--- src/hw/rtl/amcl_pkg.sv ---
// Shared types, constants and codes for the alpha matte Charbonnier loss unit.
// No dependencies; imported by every module of the block except amcl_checker.
package amcl_pkg;

   localparam int unsigned MAX_PIXELS_DEFAULT = 1048576;

   // Fixed-point formats
   localparam int FRAC_BITS  = 12;
   localparam int WIDE_SHIFT = 24 - FRAC_BITS;
   localparam int MASK_W     = FRAC_BITS + 1;         // mask value 0..2^F
   localparam int DIFF_W     = 18;                    // signed QF difference
   localparam int MAG_W      = DIFF_W - 1 + WIDE_SHIFT;
   localparam int ROOT_W     = 29;
   localparam int SUM_W      = 36;
   localparam int KEPT_W     = 21;
   localparam int BATCH_W    = 40;
   localparam int LOSS_W     = 16;
   localparam int GRAD_W     = 32;
   localparam int PIXEL_COUNT_W = 21;

   // Reciprocal of 255 scaled by 2^36, rounded up
   localparam int RECIP_SHIFT = 36;
   localparam longint unsigned RECIP_255 = ((64'd1 << RECIP_SHIFT) + 64'd254) / 64'd255;
   localparam int RECIP_W = 29;

   // Shared unit
   localparam int UNIT_W       = 64;
   localparam int STEPS_W      = 7;
   localparam int SQRT_STEPS   = 29;
   localparam int GRAD_DIV_STEPS = 59;
   localparam int LOSS_DIV_STEPS = 37;
   localparam logic [UNIT_W-1:0] SQRT_TOP_BIT = 64'd1 << 56;

   localparam logic [PIXEL_COUNT_W-1:0] PIXEL_COUNT_INIT = 21'd65536;

   // APB register map
   localparam int ADDR_W = 4;
   typedef enum logic [1:0] {
      REG_USE_TRIMAP  = 2'd0,
      REG_KEEP_LABEL  = 2'd1,
      REG_EPSILON_SQ  = 2'd2,
      REG_PIXEL_COUNT = 2'd3
   } reg_index_type;

   typedef struct packed {
      logic                     use_trimap;
      logic [7:0]               keep_label;
      logic [31:0]              epsilon_square;
      logic [PIXEL_COUNT_W-1:0] pixel_count;
   } cfg_type;

   typedef enum logic {
      OP_SQRT = 1'b0,
      OP_DIV  = 1'b1
   } unit_op_type;

   typedef struct packed {
      logic               start;
      unit_op_type        op;
      logic [UNIT_W-1:0]  opa;
      logic [UNIT_W-1:0]  opb;
      logic [STEPS_W-1:0] steps;
   } unit_req_type;

   typedef struct packed {
      logic              done;
      logic [UNIT_W-1:0] result;
   } unit_rsp_type;

   typedef enum logic [3:0] {
      ST_IDLE,
      ST_PREP,
      ST_DIFF,
      ST_SQ,
      ST_SQRT_GO,
      ST_SQRT_WAIT,
      ST_DEN,
      ST_DIV_GO,
      ST_DIV_WAIT,
      ST_SIDE_END,
      ST_ACC,
      ST_LOSS_GO,
      ST_LOSS_WAIT,
      ST_CLOSE,
      ST_OUT
   } seq_state_type;

endpackage

--- src/hw/rtl/amcl_csr.sv ---
// APB-style configuration registers of the loss unit.
// Depends on amcl_pkg.
module amcl_csr (
   input  logic                        clock,
   input  logic                        reset,
   input  logic                        psel,
   input  logic                        penable,
   input  logic                        pwrite,
   input  logic [amcl_pkg::ADDR_W-1:0] paddr,
   input  logic [31:0]                 pwdata,
   output logic [31:0]                 prdata,
   output logic                        pready,
   output amcl_pkg::cfg_type           cfg
);
   import amcl_pkg::*;

   cfg_type       cfg_ff;
   reg_index_type index;
   logic          wr_en;

   assign index  = reg_index_type'(paddr[3:2]);
   assign wr_en  = psel && penable && pwrite;
   assign pready = 1'b1;
   assign cfg    = cfg_ff;

   always_ff @(posedge clock) begin
      if (reset) begin
         cfg_ff.use_trimap     <= 1'b0;
         cfg_ff.keep_label     <= 8'd0;
         cfg_ff.epsilon_square <= 32'd0;
         cfg_ff.pixel_count    <= PIXEL_COUNT_INIT;
      end else if (wr_en) begin
         unique case (index)
            REG_USE_TRIMAP:  cfg_ff.use_trimap     <= pwdata[0];
            REG_KEEP_LABEL:  cfg_ff.keep_label     <= pwdata[7:0];
            REG_EPSILON_SQ:  cfg_ff.epsilon_square <= pwdata;
            REG_PIXEL_COUNT: cfg_ff.pixel_count    <= pwdata[PIXEL_COUNT_W-1:0];
            default:         cfg_ff.use_trimap     <= cfg_ff.use_trimap;
         endcase
      end
   end

   always_comb begin
      unique case (index)
         REG_USE_TRIMAP:  prdata = {31'd0, cfg_ff.use_trimap};
         REG_KEEP_LABEL:  prdata = {24'd0, cfg_ff.keep_label};
         REG_EPSILON_SQ:  prdata = cfg_ff.epsilon_square;
         REG_PIXEL_COUNT: prdata = {11'd0, cfg_ff.pixel_count};
         default:         prdata = 32'd0;
      endcase
   end

endmodule

--- src/hw/rtl/amcl_iter_unit.sv ---
// Shared iterative unit: bit-pair square root or restoring division,
// one step per cycle. Depends on amcl_pkg.
module amcl_iter_unit (
   input  logic                   clock,
   input  logic                   reset,
   input  amcl_pkg::unit_req_type req,
   output amcl_pkg::unit_rsp_type rsp
);
   import amcl_pkg::*;

   logic               busy_ff, done_ff;
   logic [STEPS_W-1:0] cnt_ff;
   unit_op_type        op_ff;
   logic [UNIT_W-1:0]  rem_ff, rem_in;
   logic [UNIT_W-1:0]  acc_ff, acc_in;
   logic [UNIT_W-1:0]  bit_ff;
   logic [UNIT_W-1:0]  dvs_ff;
   logic [UNIT_W-1:0]  trial;
   logic [UNIT_W-1:0]  shifted;

   always_ff @(posedge clock) begin
      if (reset) begin
         busy_ff <= 1'b0;
         done_ff <= 1'b0;
      end else begin
         done_ff <= 1'b0;
         if (req.start) begin
            busy_ff <= 1'b1;
         end else if (busy_ff && cnt_ff == STEPS_W'(1)) begin
            busy_ff <= 1'b0;
            done_ff <= 1'b1;
         end
      end
   end

   always_ff @(posedge clock) begin
      if (req.start) begin
         op_ff  <= req.op;
         cnt_ff <= req.steps;
         dvs_ff <= req.opb;
         bit_ff <= SQRT_TOP_BIT;
         if (req.op == OP_SQRT) begin
            rem_ff <= req.opa;
            acc_ff <= '0;
         end else begin
            rem_ff <= '0;
            acc_ff <= req.opa;
         end
      end else if (busy_ff) begin
         cnt_ff <= cnt_ff - STEPS_W'(1);
         rem_ff <= rem_in;
         acc_ff <= acc_in;
         bit_ff <= bit_ff >> 2;
      end
   end

   always_comb begin
      trial   = acc_ff + bit_ff;
      shifted = {rem_ff[UNIT_W-2:0], acc_ff[UNIT_W-1]};
      unique case (op_ff)
         OP_SQRT: begin
            if (rem_ff >= trial) begin
               rem_in = rem_ff - trial;
               acc_in = (acc_ff >> 1) + bit_ff;
            end else begin
               rem_in = rem_ff;
               acc_in = acc_ff >> 1;
            end
         end
         OP_DIV: begin
            if (shifted >= dvs_ff) begin
               rem_in = shifted - dvs_ff;
               acc_in = {acc_ff[UNIT_W-2:0], 1'b1};
            end else begin
               rem_in = shifted;
               acc_in = {acc_ff[UNIT_W-2:0], 1'b0};
            end
         end
         default: begin
            rem_in = rem_ff;
            acc_in = acc_ff;
         end
      endcase
   end

   assign rsp.done   = done_ff;
   assign rsp.result = acc_ff;

endmodule

--- src/hw/rtl/amcl_seq.sv ---
// Per-pixel sequencer: operand prep, gradient and loss bookkeeping, result register.
// Drives the shared unit in amcl_iter_unit. Depends on amcl_pkg.
module amcl_seq #(
   parameter int unsigned MAX_IMAGE_PIXELS = amcl_pkg::MAX_PIXELS_DEFAULT
) (
   input  logic                          clock,
   input  logic                          reset,
   input  amcl_pkg::cfg_type             cfg,
   input  logic                          req_valid,
   output logic                          req_ready,
   input  logic signed [15:0]            req_pred_fg,
   input  logic signed [15:0]            req_pred_bg,
   input  logic [7:0]                    req_mask_byte,
   input  logic [7:0]                    req_trimap_value,
   input  logic                          req_last_in_image,
   input  logic                          req_last_in_batch,
   output logic                          rsp_valid,
   input  logic                          rsp_ready,
   output logic signed [31:0]            rsp_grad_fg,
   output logic signed [31:0]            rsp_grad_bg,
   output logic [15:0]                   rsp_image_loss,
   output logic                          rsp_image_done,
   output logic                          rsp_image_empty,
   output logic [39:0]                   rsp_batch_loss,
   output logic                          rsp_batch_done,
   output amcl_pkg::unit_req_type        unit_req,
   input  amcl_pkg::unit_rsp_type        unit_rsp
);
   import amcl_pkg::*;

   localparam int NORM_W = $clog2(MAX_IMAGE_PIXELS + 1);
   localparam int CMP_W  = (NORM_W > PIXEL_COUNT_W) ? NORM_W : PIXEL_COUNT_W;
   localparam int CNT_W  = (NORM_W > KEPT_W) ? NORM_W : KEPT_W;
   localparam int DEN_W  = ROOT_W + NORM_W;
   localparam logic [CMP_W-1:0] MAX_CMP = CMP_W'(MAX_IMAGE_PIXELS);
   localparam logic [SUM_W-1:0]   SUM_MAX   = '1;
   localparam logic [KEPT_W-1:0]  KEPT_MAX  = '1;
   localparam logic [BATCH_W-1:0] BATCH_MAX = '1;

   seq_state_type state_ff, state_in;

   logic signed [15:0]  fg_ff, bg_ff;
   logic [7:0]          mb_ff, tv_ff;
   logic                last_img_ff, last_batch_ff;
   logic [NORM_W-1:0]   norm_ff;
   logic [MASK_W-1:0]   m_ff;
   logic [MAG_W-1:0]    mag_fg_ff, mag_bg_ff;
   logic                neg_fg_ff, neg_bg_ff;
   logic                side_ff;
   logic [UNIT_W-1:0]   s_ff;
   logic [ROOT_W-1:0]   root_ff, root_fg_ff;
   logic [DEN_W-1:0]    den_ff;
   logic [GRAD_W-1:0]   gfg_ff, gbg_ff;
   logic [SUM_W-1:0]    sum_ff;
   logic [KEPT_W-1:0]   kept_ff;
   logic [BATCH_W-1:0]  batch_ff;
   logic [LOSS_W-1:0]   loss_ff;
   logic                empty_ff;

   logic signed [31:0]  rsp_grad_fg_ff, rsp_grad_bg_ff;
   logic [LOSS_W-1:0]   rsp_image_loss_ff;
   logic                rsp_image_done_ff, rsp_image_empty_ff;
   logic [BATCH_W-1:0]  rsp_batch_loss_ff;
   logic                rsp_batch_done_ff;

   // combinational datapath
   logic [CMP_W-1:0]            pc_ext;
   logic [NORM_W-1:0]           norm_calc;
   logic [19:0]                 mask_num;
   logic [48:0]                 mask_prod;
   logic [MASK_W-1:0]           one_minus_m;
   logic signed [DIFF_W-1:0]    d_fg, d_bg;
   logic [DIFF_W-2:0]           abs_fg, abs_bg;
   logic [MAG_W-1:0]            mag_cur;
   logic [2*MAG_W-1:0]          sq;
   logic [UNIT_W-1:0]           grad_num;
   logic [CNT_W-1:0]            loss_n;
   logic [UNIT_W-1:0]           loss_num;
   logic                        kept;
   logic [ROOT_W:0]             pl_round;
   logic [SUM_W:0]              sum_add;
   logic [BATCH_W:0]            batch_add;
   logic [GRAD_W-1:0]           quot;

   always_comb begin
      pc_ext = CMP_W'(cfg.pixel_count);
      if (pc_ext == '0) begin
         norm_calc = NORM_W'(1);
      end else if (pc_ext > MAX_CMP) begin
         norm_calc = NORM_W'(MAX_IMAGE_PIXELS);
      end else begin
         norm_calc = NORM_W'(pc_ext);
      end
   end

   // mask = round(byte * 2^F / 255) through a reciprocal multiply
   assign mask_num    = {mb_ff, {FRAC_BITS{1'b0}}} + 20'd127;
   assign mask_prod   = mask_num * RECIP_W'(RECIP_255);
   assign one_minus_m = MASK_W'(1 << FRAC_BITS) - m_ff;

   assign d_fg   = DIFF_W'(fg_ff) - $signed({{(DIFF_W-MASK_W){1'b0}}, m_ff});
   assign d_bg   = DIFF_W'(bg_ff) - $signed({{(DIFF_W-MASK_W){1'b0}}, one_minus_m});
   assign abs_fg = d_fg[DIFF_W-1] ? (DIFF_W-1)'(-d_fg) : d_fg[DIFF_W-2:0];
   assign abs_bg = d_bg[DIFF_W-1] ? (DIFF_W-1)'(-d_bg) : d_bg[DIFF_W-2:0];

   assign mag_cur = side_ff ? mag_bg_ff : mag_fg_ff;
   assign sq      = mag_cur * mag_cur;

   assign grad_num = (UNIT_W'(mag_cur) << 30) + UNIT_W'(den_ff >> 1);
   assign loss_n   = cfg.use_trimap ? CNT_W'(kept_ff) : CNT_W'(norm_ff);
   assign loss_num = UNIT_W'(sum_ff) + UNIT_W'(loss_n >> 1);

   assign kept      = !cfg.use_trimap || (tv_ff == cfg.keep_label);
   assign pl_round  = (ROOT_W+1)'(root_fg_ff) + (ROOT_W+1)'(1 << (WIDE_SHIFT-1));
   assign sum_add   = (SUM_W+1)'(sum_ff) + (SUM_W+1)'(pl_round >> WIDE_SHIFT);
   assign batch_add = (BATCH_W+1)'(batch_ff) + (BATCH_W+1)'(loss_ff);
   assign quot      = unit_rsp.result[GRAD_W-1:0];

   // next state
   always_comb begin
      state_in = state_ff;
      unique case (state_ff)
         ST_IDLE:      if (req_valid) state_in = ST_PREP;
         ST_PREP:      state_in = ST_DIFF;
         ST_DIFF:      state_in = ST_SQ;
         ST_SQ:        state_in = ST_SQRT_GO;
         ST_SQRT_GO:   state_in = ST_SQRT_WAIT;
         ST_SQRT_WAIT: if (unit_rsp.done) state_in = ST_DEN;
         ST_DEN:       state_in = (root_ff == '0) ? ST_SIDE_END : ST_DIV_GO;
         ST_DIV_GO:    state_in = ST_DIV_WAIT;
         ST_DIV_WAIT:  if (unit_rsp.done) state_in = ST_SIDE_END;
         ST_SIDE_END:  state_in = side_ff ? ST_ACC : ST_SQ;
         ST_ACC:       state_in = last_img_ff ? ST_LOSS_GO : ST_OUT;
         ST_LOSS_GO:   state_in = (kept_ff == '0) ? ST_CLOSE : ST_LOSS_WAIT;
         ST_LOSS_WAIT: if (unit_rsp.done) state_in = ST_CLOSE;
         ST_CLOSE:     state_in = ST_OUT;
         ST_OUT:       if (rsp_ready) state_in = ST_IDLE;
         default:      state_in = ST_IDLE;
      endcase
   end

   // outputs
   always_comb begin
      req_ready      = (state_ff == ST_IDLE);
      rsp_valid      = (state_ff == ST_OUT);
      unit_req.start = 1'b0;
      unit_req.op    = OP_SQRT;
      unit_req.opa   = s_ff;
      unit_req.opb   = '0;
      unit_req.steps = STEPS_W'(SQRT_STEPS);
      unique case (state_ff)
         ST_SQRT_GO: begin
            unit_req.start = 1'b1;
         end
         ST_DIV_GO: begin
            unit_req.start = 1'b1;
            unit_req.op    = OP_DIV;
            unit_req.opa   = grad_num << (UNIT_W - GRAD_DIV_STEPS);
            unit_req.opb   = UNIT_W'(den_ff);
            unit_req.steps = STEPS_W'(GRAD_DIV_STEPS);
         end
         ST_LOSS_GO: begin
            unit_req.start = (kept_ff != '0);
            unit_req.op    = OP_DIV;
            unit_req.opa   = loss_num << (UNIT_W - LOSS_DIV_STEPS);
            unit_req.opb   = UNIT_W'(loss_n);
            unit_req.steps = STEPS_W'(LOSS_DIV_STEPS);
         end
         default: unit_req.start = 1'b0;
      endcase
   end

   // control and running state
   always_ff @(posedge clock) begin
      if (reset) begin
         state_ff <= ST_IDLE;
         sum_ff   <= '0;
         kept_ff  <= '0;
         batch_ff <= '0;
      end else begin
         state_ff <= state_in;
         if (state_ff == ST_ACC && kept) begin
            sum_ff  <= sum_add[SUM_W] ? SUM_MAX : sum_add[SUM_W-1:0];
            if (kept_ff != KEPT_MAX) kept_ff <= kept_ff + KEPT_W'(1);
         end
         if (state_ff == ST_CLOSE) begin
            sum_ff  <= '0;
            kept_ff <= '0;
            if (last_batch_ff) begin
               batch_ff <= '0;
            end else begin
               batch_ff <= batch_add[BATCH_W] ? BATCH_MAX : batch_add[BATCH_W-1:0];
            end
         end
      end
   end

   // payload
   always_ff @(posedge clock) begin
      unique case (state_ff)
         ST_IDLE: begin
            if (req_valid) begin
               fg_ff         <= req_pred_fg;
               bg_ff         <= req_pred_bg;
               mb_ff         <= req_mask_byte;
               tv_ff         <= req_trimap_value;
               last_img_ff   <= req_last_in_image || req_last_in_batch;
               last_batch_ff <= req_last_in_batch;
            end
         end
         ST_PREP: begin
            norm_ff <= norm_calc;
            m_ff    <= mask_prod[RECIP_SHIFT +: MASK_W];
            side_ff <= 1'b0;
         end
         ST_DIFF: begin
            mag_fg_ff <= {abs_fg, {WIDE_SHIFT{1'b0}}};
            mag_bg_ff <= {abs_bg, {WIDE_SHIFT{1'b0}}};
            neg_fg_ff <= d_fg[DIFF_W-1];
            neg_bg_ff <= d_bg[DIFF_W-1];
         end
         ST_SQ: begin
            s_ff <= UNIT_W'(sq) + (UNIT_W'(cfg.epsilon_square) << 24);
         end
         ST_SQRT_WAIT: begin
            if (unit_rsp.done) begin
               root_ff <= unit_rsp.result[ROOT_W-1:0];
               if (!side_ff) root_fg_ff <= unit_rsp.result[ROOT_W-1:0];
            end
         end
         ST_DEN: begin
            den_ff <= root_ff * norm_ff;
            // zero root: no division, gradient is zero
            if (root_ff == '0) begin
               if (side_ff) gbg_ff <= '0;
               else         gfg_ff <= '0;
            end
         end
         ST_DIV_WAIT: begin
            if (unit_rsp.done) begin
               if (side_ff) gbg_ff <= neg_bg_ff ? -quot : quot;
               else         gfg_ff <= neg_fg_ff ? -quot : quot;
            end
         end
         ST_SIDE_END: begin
            side_ff <= 1'b1;
         end
         ST_ACC: begin
            rsp_grad_fg_ff     <= kept ? $signed(gfg_ff) : '0;
            rsp_grad_bg_ff     <= kept ? $signed(gbg_ff) : '0;
            rsp_image_loss_ff  <= '0;
            rsp_image_empty_ff <= 1'b0;
            rsp_image_done_ff  <= last_img_ff;
            rsp_batch_loss_ff  <= '0;
            rsp_batch_done_ff  <= last_batch_ff;
         end
         ST_LOSS_GO: begin
            loss_ff  <= '0;
            empty_ff <= (kept_ff == '0);
         end
         ST_LOSS_WAIT: begin
            if (unit_rsp.done) begin
               loss_ff <= (unit_rsp.result > UNIT_W'(16'hFFFF))
                          ? 16'hFFFF : unit_rsp.result[LOSS_W-1:0];
            end
         end
         ST_CLOSE: begin
            rsp_image_loss_ff  <= loss_ff;
            rsp_image_empty_ff <= empty_ff;
            if (last_batch_ff) begin
               rsp_batch_loss_ff <= batch_add[BATCH_W] ? BATCH_MAX : batch_add[BATCH_W-1:0];
            end
         end
         default: begin
            side_ff <= side_ff;
         end
      endcase
   end

   assign rsp_grad_fg     = rsp_grad_fg_ff;
   assign rsp_grad_bg     = rsp_grad_bg_ff;
   assign rsp_image_loss  = rsp_image_loss_ff;
   assign rsp_image_done  = rsp_image_done_ff;
   assign rsp_image_empty = rsp_image_empty_ff;
   assign rsp_batch_loss  = rsp_batch_loss_ff;
   assign rsp_batch_done  = rsp_batch_done_ff;

endmodule

--- src/hw/rtl/alpha_matte_charbonnier_loss_unit.sv ---
// Top level of the alpha matte Charbonnier loss unit.
// Instantiates amcl_csr, amcl_iter_unit and amcl_seq; depends on amcl_pkg.
//
// One pixel transaction at a time. With no result stall, the time from one accept to the
// next, longer on the last pixel of an image, is set by the single shared root/divide unit,
// which retires one result bit per cycle (a square root and a gradient division, twice each
// per pixel, plus a loss division at image end), and by the sequencing states. A side whose
// root is zero skips its division; an empty image skips the loss division. req_ready is high
// only while the block is idle; the result stays on rsp_* until taken.
// Write configuration only while idle.
module alpha_matte_charbonnier_loss_unit #(
   parameter int unsigned MAX_IMAGE_PIXELS = amcl_pkg::MAX_PIXELS_DEFAULT
) (
   input  logic                        clock,
   input  logic                        reset,
   input  logic                        req_valid,
   output logic                        req_ready,
   input  logic signed [15:0]          req_pred_fg,
   input  logic signed [15:0]          req_pred_bg,
   input  logic [7:0]                  req_mask_byte,
   input  logic [7:0]                  req_trimap_value,
   input  logic                        req_last_in_image,
   input  logic                        req_last_in_batch,
   output logic                        rsp_valid,
   input  logic                        rsp_ready,
   output logic signed [31:0]          rsp_grad_fg,
   output logic signed [31:0]          rsp_grad_bg,
   output logic [15:0]                 rsp_image_loss,
   output logic                        rsp_image_done,
   output logic                        rsp_image_empty,
   output logic [39:0]                 rsp_batch_loss,
   output logic                        rsp_batch_done,
   input  logic                        psel,
   input  logic                        penable,
   input  logic                        pwrite,
   input  logic [amcl_pkg::ADDR_W-1:0] paddr,
   input  logic [31:0]                 pwdata,
   output logic [31:0]                 prdata,
   output logic                        pready
);
   import amcl_pkg::*;

   cfg_type      cfg;
   unit_req_type unit_req;
   unit_rsp_type unit_rsp;

   amcl_csr u_csr (
      .clock   (clock),
      .reset   (reset),
      .psel    (psel),
      .penable (penable),
      .pwrite  (pwrite),
      .paddr   (paddr),
      .pwdata  (pwdata),
      .prdata  (prdata),
      .pready  (pready),
      .cfg     (cfg)
   );

   amcl_iter_unit u_unit (
      .clock (clock),
      .reset (reset),
      .req   (unit_req),
      .rsp   (unit_rsp)
   );

   amcl_seq #(
      .MAX_IMAGE_PIXELS (MAX_IMAGE_PIXELS)
   ) u_seq (
      .clock             (clock),
      .reset             (reset),
      .cfg               (cfg),
      .req_valid         (req_valid),
      .req_ready         (req_ready),
      .req_pred_fg       (req_pred_fg),
      .req_pred_bg       (req_pred_bg),
      .req_mask_byte     (req_mask_byte),
      .req_trimap_value  (req_trimap_value),
      .req_last_in_image (req_last_in_image),
      .req_last_in_batch (req_last_in_batch),
      .rsp_valid         (rsp_valid),
      .rsp_ready         (rsp_ready),
      .rsp_grad_fg       (rsp_grad_fg),
      .rsp_grad_bg       (rsp_grad_bg),
      .rsp_image_loss    (rsp_image_loss),
      .rsp_image_done    (rsp_image_done),
      .rsp_image_empty   (rsp_image_empty),
      .rsp_batch_loss    (rsp_batch_loss),
      .rsp_batch_done    (rsp_batch_done),
      .unit_req          (unit_req),
      .unit_rsp          (unit_rsp)
   );

endmodule

--- config.mk ---
export PLATFORM = sky130hd
export DESIGN_NAME = alpha_matte_charbonnier_loss_unit
export DESIGN_NICKNAME = d
export VERILOG_FILES = /design/src/hw/rtl/amcl_pkg.sv /design/src/hw/rtl/amcl_csr.sv /design/src/hw/rtl/amcl_iter_unit.sv /design/src/hw/rtl/amcl_seq.sv /design/src/hw/rtl/alpha_matte_charbonnier_loss_unit.sv
export SDC_FILE = /design/constraint.sdc
export NUM_CORES = 2
export LEC_CHECK = 0
export BUFFER_PORTS_ARGS = -buffer_cell sky130_fd_sc_hd__buf_2
export CORE_MARGIN = 5
export CORE_UTILIZATION = 40
export CTS_CLUSTER_SIZE = 10
export DETAILED_ROUTE_END_ITERATION = 7
export SYNTH_ARGS = -nofsm -noshare
export SYNTH_HDL_FRONTEND = slang
export SYNTH_SLANG_ARGS = --single-unit
--- constraint.sdc ---
create_clock -name clock -period 31.3 [get_ports clock]
set_clock_uncertainty 0.15 [all_clocks]
set_input_delay 3.13 -clock clock [delete_from_list [all_inputs] [get_ports clock]]
set_output_delay 3.13 -clock clock [all_outputs]
set_load 0.005 [all_outputs]
**Yosys cells after proc, flatten, opt, wreduce, memory -nomap -nowiden**

Cells that the tools add are included.

- Flip-flop bits (word level): 891
- Output and inout bits: 158

- $add $sub $neg: 19
- Multiply operators: 3
- Order comparisons: 4
- Equality and inequality tests: 32
- Muxes and demuxes: 58
- Bitwise logic cells: 2
- Reductions and logical operators: 37

Operator list:

| kind | count |
|---|---|
| $mux 64 | 9 |
| $mux 32 | 10 |
| $pmux 136 s2 | 1 |
| $pmux 64 s2 | 2 |
| $ge 64x64->1 | 2 |
| $pmux 32 s2 | 2 |
| $pmux 32 s4 | 1 |
| $sub 64x64->64 | 2 |
| $mux 40 | 3 |
| $pmux 40 s2 | 1 |
| $add 63x57->64 | 1 |
| $add 64x57->64 | 1 |
| $gt 64x16->1 const B | 1 |
| $pmux 16 s2 | 2 |
| $pmux 4 s15 | 1 |
| $add 58x56->59 | 1 |
| $add 59x49->59 | 1 |
| $mul 29x29->58 | 1 |
| $mul 29x21->50 | 1 |
| $mul 20x29->49 const B | 1 |
| $logic_not 21->1 | 2 |
| $mux 21 | 2 |
| $add 40x16->41 | 1 |
| $add 36x18->37 | 1 |
| other kinds (44) | 105 |

**Longest topological paths before layout**

- Word-level depth: 6
- Mapped depth: 33
- Gate-level depth less buffers: 30

**Cells and area by module**

Synthesis repeated with hierarchy kept, for this count alone.

- Cells, all modules: 9156
- Area total of the unflattened synthesis: 85314.3 um^2

By module, submodules not included:

| module | instances | cells an instance | area each (um^2) | sequential area each (um^2) |
|---|---|---|---|---|
| amcl_seq | 1 | 6025 | 58996.6 | 15745.1 |
| amcl_iter_unit | 1 | 2823 | 23226.0 | 6626.4 |
| amcl_csr | 1 | 308 | 3091.7 | 1241.2 |

**Worst setup path after synthesis**

No wires, ideal clock.

- Path type: register -> register
- Start point: reg u_seq.state_ff[3]
- End point: reg u_seq.gfg_ff[0] (enable)
- Setup time: 594 ps
- Arrival time: 9511 ps
- Data required time: 30556 ps
- Slack: 21045 ps
- Cell stages (with the launch flop): 5
- Buffers on the path: 1
- Clock period less this slack: 10255 ps
- Path through: dfxtp_1 -> clkbuf_1 -> nor3_1 -> nor2b_1 -> a2111oi_0

- Word-level cells in the longest chain between the ends: 3
- Elaborated cells between the ends (all ways): 8
- Those cells by class: eq/ne: 6; reduce/logical: 2

RTL lines:

| element | RTL line | RTL |
|---|---|---|
| start, declared | amcl_seq.sv:40 | `seq_state_type state_ff, state_in;` |
| start signal, assigned | amcl_seq.sv:181 | `state_ff <= state_in;` |
| $eq 4x4->1 / $eq 4x3->1 (equally long branches) | amcl_seq.sv:200 | `unique case (state_ff)` |
| $ne 2x2->1 (no source line), or another cell as far along | -- |  |
| $reduce_and 5->1 (no source line) (*) | -- |  |
| end signal, assigned | amcl_seq.sv:242 | `else gfg_ff <= neg_fg_ff ? -quot : quot;` |
| end, declared | amcl_seq.sv:53 | `logic [GRAD_W-1:0] gfg_ff, gbg_ff;` |

Mark *: on every way between the ends. The rest lies on a longest branch, timed or not.
A chain may end at the register's enable or synchronous reset.

**Worst setup path after layout**

- Start point: reg u_seq.side_ff
- End point: reg u_seq.s_ff[56], data pin

- Word-level cells in the longest chain between the ends: 3

RTL lines:

| element | RTL line | RTL |
|---|---|---|
| start, declared | amcl_seq.sv:49 | `logic side_ff;` |
| start signal, assigned | amcl_seq.sv:275 | `side_ff <= side_ff;` |
| $mux 29 | amcl_seq.sv:106 | `assign mag_cur = side_ff ? mag_bg_ff : mag_fg_ff;` |
| $mul 29x29->58 | amcl_seq.sv:107 | `assign sq = mag_cur * mag_cur;` |
| $add 58x56->59 | amcl_seq.sv:223 | `s_ff <= UNIT_W'(sq) + (UNIT_W'(cfg.epsilon_square) << 24);` |
| end signal, assigned | amcl_seq.sv:223 |  |
| end, declared | amcl_seq.sv:50 | `logic [UNIT_W-1:0] s_ff;` |

No other way between the ends.

==> impl_metrics.tcl <==
set metrics [dict create \
    clk_pin_slew_worst_paths_ns 0.06 \
    synthCells 8755 \
    grtUsageMet3_pct 4.01 \
    place.gp.congestion 0.987 \
    synth_commonest_cells "1040 x inv_1, 945 x nand2_1, 740 x fa_1" \
    seq_area_um2 23200 \
    setup_viol 0 \
    regToRegSetupSlack_ns 22.18 \
    crit_buf_inv 3 \
    use_met2_pct 36.2 \
    first_pass_iters 8 \
    io-pin-count 251 \
    drive_gt1_share_pct 7.17 \
    synth_ff_type "edfxtp_1" \
    cp_top_family "adder cells" \
    grt_use_met1_pct 30.2 \
    synth-edff-count 643 \
    relSlewSlack_pct 18.3 \
    grt_pass1_wl_um 372000 \
    worst_r2r_endpoint "u_seq.s_ff[56]" \
    startpoint "u_seq.side_ff" \
    dpl.hpwl_um 183000 \
    vias 63800 \
    drc_errors 0 \
    numCtsBuffers 101 \
    max_cap_violations 0 \
    grt_start_max_net_pins 81 \
    yosysUniqueCellTypes 94 \
    crit_cells 25 \
    syn_to_final_growth_pct 8.76 \
    yosysMostFrequentCell "inv_1" \
    drv_slew 0 \
    worstSetupEndpointType "flip-flop" \
    rows 166 \
    avgSynthCellArea_um2 9.34 \
    rsz0062_at_grt "false" \
    critPathLaunchType "flip-flop" \
    cts_resized 0 \
    gr-total-overflow 0 \
    start_util_pct 40.1 \
    root_buffer "clkbuf_16" \
    antenna_found_initial 13 \
    ctsHoldBuffers 0 \
    required_ns 31.59 \
    portBuffers 247 \
    synth_area_leaders "edfxtp_1 24%, fa_1 18%, ha_1 10%, inv_1 4.8%, dfxtp_1 4.7%" \
    grt_busiest_layer "met2" \
    critPathMaxStageDelay_ns 0.75 \
    status "finished, final reports clean" \
    grtUsageTotal_pct 22.3 \
    layout_min_cycle_time_ns 9.12 \
    wl_per_cell_um 20.9 \
    peakVddDrop_mv 0.183 \
    period_share_pct 29.1 \
    drtIter0Drc 5626 \
    hold_path.class "reg -> reg" \
    crit_slowest_cell "mux2i_1" \
    drtAntennaViolNets 0 \
    rr_startpoint "u_seq.side_ff" \
    worstPathArrival_ns 9.41 \
    dieArea_um2 214000 \
    synthDominantCellAreaShare_pct 23.6 \
    r2r_cells 25 \
    path_max_fanout 22 \
    mappedNetlistArea_um2 81800 \
    multiInputGateArea_um2 53100 \
    ys_ff_latch 837 \
    fp.dieH_um 462 \
    cts_max_path_buffers 3 \
    yosysWarnings 0 \
    htree_levels 3 \
    async_reset_ff_share_pct 0 \
    cts_setup_buffers 0 \
    ys_seq_area_share_pct 28.4 \
    grt_pass1_vias 64000 \
    cts_tree "built" \
    worst_slew_pin_slew_ns 1.21 \
    cts_sinks 837 \
    n_fill_cell 19700 \
    dieWidth_um 462 \
    clock.fmax_ghz 0.110 \
    final_nets 10300 \
    power.leakage_nw 38.5 \
    critPathMostFrequentCell "fa_1" \
    criticalPathCategory "reg -> reg" \
    hold_viol 0 \
    vias_per_cell 5.51 \
    setup-tns-final_ns 0 \
    yosys.area.top_type "edfxtp_1" \
    cp-endpoint "u_seq.s_ff[56]" \
    clkLatencyLatePin_ns 0.77 \
    finalPower_mw 11.2 \
    wl_um 242000 \
    p_per_area_nw_per_um2 126 \
    coreArea_um2 204000 \
]
area by class of cell:
| cell class | instances | share of cell area, % |
|---|---|---|
| Multi-Input combinational cell | 6440 | 59.7 |
| Sequential cell | 837 | 26.1 |
| Inverter | 1051 | 4.44 |
| Tap cell | 2688 | 3.78 |
| Clock buffer | 164 | 3.15 |
| Timing Repair Buffer | 376 | 2.48 |
| Clock inverter | 21 | 0.322 |
| Antenna cell | 3 | 0.00844 |
logic make-up (layout without fill, tap and decap cells):
family	count (synthesis)	count (layout)	synth area share [%]
simple gates	2681	2681	15.8
fa+ha+maj	1418	1418	28.5
flops	837	837	28.4
mux	134	134	1.71
buf+inv	1479	1612	6.84
xor+xnor	565	565	6.05
other cells	2	6	0.00918
compound gates	1639	1639	12.8
report_power, final:
part	switching, mW	internal, mW
clock	0.492	0.632
combinational	4.78	3.61
sequential	0.0403	1.67
total	5.31	5.91
through the flow:
step                      hold slack, ns  util (%)  cell area, µm²  setup slack [ns]  instances
after floorplan                    0.279         -           81800             21.05       8756
after global placement             0.293      42.1           85800             22.29      11400
after detailed placement           0.306      42.1           85800             22.28      11400
after CTS                          0.320      43.6           88900             22.20      11600
after global routing               0.347      43.6           88900             21.76      11600
final                              0.312      43.6           88900             22.18      11600
registers in the layout (all words and copies together), names as in the netlist, 35 cells and up:
| name | count |
|---|---|
| u_seq.batch_ff | 40 |
| u_seq.den_ff | 50 |
| u_unit.rem_ff | 64 |
| u_csr.cfg | 62 |
| u_seq.rsp_batch_loss | 40 |
| u_seq.s_ff | 35 |
| u_unit.acc_ff | 64 |
| u_seq.sum_ff | 36 |
| u_unit.dvs_ff | 50 |
cell usage in the layout (no fill, tap or decap), types with 28 or more instances in the layout:
master / n
a211oi_1: 54
nand2_1: 944
mux2_2: 33
o21a_1: 70
nand4_1: 83
a21oi_1: 492
mux2i_1: 100
inv_1: 1039
a31oi_1: 89
clkbuf_16: 102
nor4_1: 48
xor2_1: 225
or3_1: 49
a21o_1: 153
edfxtp_1: 643
nand3_1: 110
nand2b_1: 44
buf_2: 246
buf_4: 130
nor3_1: 101
o21bai_1: 51
clkbuf_1: 60
a22oi_1: 30
a22o_1: 46
o211ai_1: 35
o21ai_0: 353
and2_1: 481
nor2b_1: 76
or2_2: 28
ha_1: 678
fa_1: 740
xnor2_1: 340
nor2_1: 558
o31ai_1: 30
dfxtp_1: 193
and3_1: 67
metal layers:
metal	up-vias	share of wire, %
met5	-	0.0054
met4	2	3.7
met1	31400	43
met2	2273	45
met3	408	7.8
li1	29700	-
worst min-delay path by stage:
| stage | startpoint | to | slack [ns] | depth (start not counted) |
|---|---|---|---|---|
| 4_1_cts | u_seq.batch_ff[13] | u_seq.batch_ff[13] | 0.32 | 2 |
| 6_report | u_seq.batch_ff[11] | u_seq.batch_ff[11] | 0.31 | 2 |
| 3_5_place_dp | u_seq.batch_ff[13] | u_seq.batch_ff[13] | 0.31 | 2 |
| 2_1_floorplan | u_seq.batch_ff[10] | u_seq.batch_ff[10] | 0.28 | 2 |
| 5_1_grt | u_csr.cfg[51] | u_csr.cfg[51] | 0.35 | 2 |
| 3_3_place_gp | u_seq.batch_ff[15] | u_seq.batch_ff[15] | 0.29 | 2 |
worst reg2reg max path, cell delays in order, from the launching register on:
cell,delay [ns]
edfxtp_1,0.33
buf_4,0.41
mux2i_1,0.77
inv_1,0.51
nand2_1,0.23
fa_1,0.44
fa_1,0.48
fa_1,0.54
fa_1,0.45
fa_1,0.53
fa_1,0.52
fa_1,0.54
inv_1,0.04
ha_1,0.29
ha_1,0.36
a21o_1,0.18
a21oi_1,0.15
o21bai_1,0.10
a21o_1,0.19
a221oi_1,0.44
o21a_1,0.29
o21ai_1,0.17
nand2b_1,0.18
a31oi_1,0.25
o21ai_0,0.14
xor2_1,0.15
Power figures use the tool's default switching activity.
